--- src/hdl/kts_ram.sv ---
// Generic single-write, single-read RAM with registered read data.
module kts_ram #(
  parameter int WIDTH = 32,
  parameter int DEPTH = 64,
  parameter int AW    = (DEPTH > 1) ? $clog2(DEPTH) : 1
) (
  input  logic             clk_i,
  input  logic             we_i,
  input  logic [AW-1:0]    waddr_i,
  input  logic [WIDTH-1:0] wdata_i,
  input  logic [AW-1:0]    raddr_i,
  output logic [WIDTH-1:0] rdata_o
);

  logic [WIDTH-1:0] mem_q [DEPTH];
  logic [WIDTH-1:0] rdata_q;

  always_ff @(posedge clk_i) begin
    if (we_i) begin
      mem_q[waddr_i] <= wdata_i;
    end
    rdata_q <= mem_q[raddr_i];
  end

  assign rdata_o = rdata_q;

endmodule

--- config.mk ---
export PLATFORM = sky130hd
export DESIGN_NAME = kts_ram
export DESIGN_NICKNAME = d
export VERILOG_FILES = /design/src/hdl/kts_ram.sv
export SDC_FILE = /design/constraint.sdc
export NUM_CORES = 2
export LEC_CHECK = 0
export BUFFER_PORTS_ARGS = -buffer_cell sky130_fd_sc_hd__buf_4
export CAP_MARGIN = 5
export CORE_AREA = 2 2 365 367
export CTS_CLUSTER_SIZE = 25
export DETAILED_ROUTE_END_ITERATION = 10
export DIE_AREA = 0 0 367 369
export GPL_ROUTABILITY_DRIVEN = 0
export HOLD_SLACK_MARGIN = 0.15
export PLACE_DENSITY = 0.83
export SYNTH_ARGS = -nofsm -noshare
export SYNTH_HDL_FRONTEND = slang
export SYNTH_SLANG_ARGS = --single-unit
--- constraint.sdc ---
create_clock -name clk_i -period 6.75 [get_ports clk_i]
set_input_delay 0.3375 -clock clk_i [delete_from_list [all_inputs] [get_ports clk_i]]
set_output_delay 0.3375 -clock clk_i [all_outputs]
set_load 0.02 [all_outputs]
==> out/summary.txt <==
Tightest Pin Transition = 1.36 ns
Pwr Total = 0.0265 W
Max Slew Vio Count = 0
Pint = 0.0208 W
Clk pin slew, worst setup/hold paths = 0.07 ns
DRC viols = 0
Worst VDD drop = 0.000287 V
number of flops mapped to enable cells by yosys = 2048
First-pass DRT Iterations = 8
critical path class = in -> reg
# rows = 133
adder-cell share of the synthesized area = 0%
dpl hpwl = 105000 µm
Sw Pwr = 0.00568 W
vias per cell = 7.30
Compound-Gate Fraction of Synth Area = 1.67%
RSZ-0062 raised after global routing = no
Fin. Hold Viols = 0
synth top area cells = edfxtp_1 (78%), mux4_2 (16%), mux2i_1 (1.2%)
Max FO, Critical Path = 65
Main synth FF type = edfxtp_1
crit path capture type = flop
post-route setup TNS = 0 ns
Die ar. = 0.135 mm²
Flop pwr share = 54.3%
DIE WIDTH = 367 µm
CTS tree = built
met2 Use GR = 52.0%
critical path launch point type = primary input
Lkg Pwr = 27.4 nW
IO buf count = 77
final worst slack = 3.81 ns
slew margin rel. = 9.30%
# clock sinks = 2080
initial antenna violation count = 7
nets = 3593
first-pass GRT wire length = 308000 µm
max_cap viols = 0
grt met3 use = 7.73%
Worst-Skew Late Latency = 0.81 ns
clock power share = 40.6%
I/O pin cnt = 78
syn_nets = 3370
Core ar. = 0.131 mm²
synthesized area = 0.0785 mm²
average routed wire per standard cell = 40.0 µm
simple-gate share of the synthesized area = 1.27%
Post-Synth XOR/XNOR Area = 0%
syn_area_per_cell = 23.6 µm²
Final min period = 2.94 ns
Net Sw Frac = 21.4%
Yosys warning count = 0
worst hold-check path type = in -> reg
worst path required time = 7.42 ns
Synth-to-Final Area Change = 12.4%
post-synthesis sequential area ratio = 79.1%
GRT Total Usage = 32.7%
die height = 369 µm
largest net degree at the start of global routing = 108
status = finished, final reports clean
CP arrival = 3.61 ns
Final period util = 43.6%
Inserted Clock Buffers = 188
post-route ant nets = 0
final WL = 219000 µm
PostCTS Resize Cnt = 0
Max Freq = 0.340 GHz
fill count = 7421
post-place setup slack = 3.05 ns
PD cells = 300 mW/mm²
Final setup violation count = 0
initial drt markers = 7206
Via Count = 39.9k
main combinational cell family by area after synthesis = multiplexers
Starting Density = 59.9%
gr busiest metal = met2
Mapped Cells = 3324
# H-tree levels = 4
Clock Root Buffer = clkbuf_16
vias in the first global route = 41.0k
met1 Usage GRT = 42.4%
commonest non-fill, non-tap cells in the layout = edfxtp_1 (2048), mux4_2 (544), clkbuf_16 (193)
most common cell after layout, fill and taps aside = edfxtp_1
share of layout cells above drive strength 1 = 28.5%
top cell type by total area after synthesis = edfxtp_1
global route overflow = 0
Yosys top cell area share = 78.3%
FFs w/ async S/R, synth = 0%
mux cell area share after synthesis = 16.8%
count of cell types in the netlist = 34
clk buf depth = 3
clk_skew = 0.0204 ns
Combinational Power Share = 5.1%
Seq cells post-synth = 2080
## cell families (layout without fill, tap and decap cells)
logic type             after synthesis  count (layout)
AO/OA/AOI/OAI                      202             202
flip-flops                        2080            2080
other                                0               4
AND/OR/NAND/NOR                    223             223
multiplexers                       637             637
buffers and inverters              182             564
## cell type report
type	instances	area, µm²	area share, %
flip-flops and latches	2080	62100	70.4
multi-input cells	1062	16000	18.1
clock buffers	259	5210	5.90
well taps	1755	2200	2.49
repair buffers	215	1830	2.07
clock inverters	90	866	0.982
diodes	4	10.0	0.0113
## cells in the mapped netlist (12+ instances only)
master    count
a21oi_1      62
a22oi_1      12
buf_1        21
buf_2        57
buf_4        25
clkbuf_1     74
dfxtp_1      32
edfxtp_1   2048
mux2i_1      93
mux4_2      544
nand2_1      26
nor2_1      137
nor2b_1      15
o221ai_1     27
o22ai_1      84
## power groups by stage
stage / Clock, W / Sequential [W] / Combinational [W]
after global placement: 0 / 0.0146 / 0.00123
after global routing: 0.0112 / 0.0144 / 0.00140
after detailed placement: 0 / 0.0146 / 0.00128
after CTS: 0.0108 / 0.0144 / 0.00134
final: 0.0108 / 0.0144 / 0.00136
after floorplan: 0 / 0.0146 / 0.000695
## final timing paths
kind / from / endpoint / slack (ns) / cells after the start
worst max-delay path: raddr_i[0] / rdata_o[10]$_DFF_P_ / 3.81 / 6
worst min-delay path: raddr_i[3] / rdata_o[8]$_DFF_P_ / 0.22 / 4
worst min register to register: mem_q[28][17]$_DFFE_PP_ / rdata_o[17]$_DFF_P_ / 0.75 / 4
worst max register to register: mem_q[8][6]$_DFFE_PP_ / rdata_o[6]$_DFF_P_ / 4.33 / 4
## layer usage
layer | share of wire (%) | vias up
li1 | - | 14700
met5 | 0.010 | -
met3 | 13 | 810
met2 | 48 | 3854
met4 | 6.5 | 4
met1 | 32 | 20500
## metrics by stage
stage	instances	utilization [%]	hold slack, ns	instance area, µm²
floorplan	3324	-	0.436	78500
global placement	5076	62.4	0.726	81800
detailed placement	5076	62.4	0.724	81800
CTS	5461	67.3	0.169	88200
global route	5464	67.3	0.208	88200
finish	5465	67.3	0.216	88200
## repair_timing
action / CTS / global route
hold buffers: 36 / 0
setup buffers: 0 / 0
endpoints found under the hold margin: 2059 / 0
endpoints found under the setup margin: 0 / 0
## sequential cells by signal, indices dropped and copies added, names as in the netlist
register	cells
mem_q	2048
rdata_o	32
## critical path: stages
cell	delay [ns]
buf_8	0.60
buf_4	0.55
mux4_2	0.59
mux4_2	0.51
o22ai_1	0.66
nor2_1	0.14
Note: power is estimated with default switching activity, not from simulation.
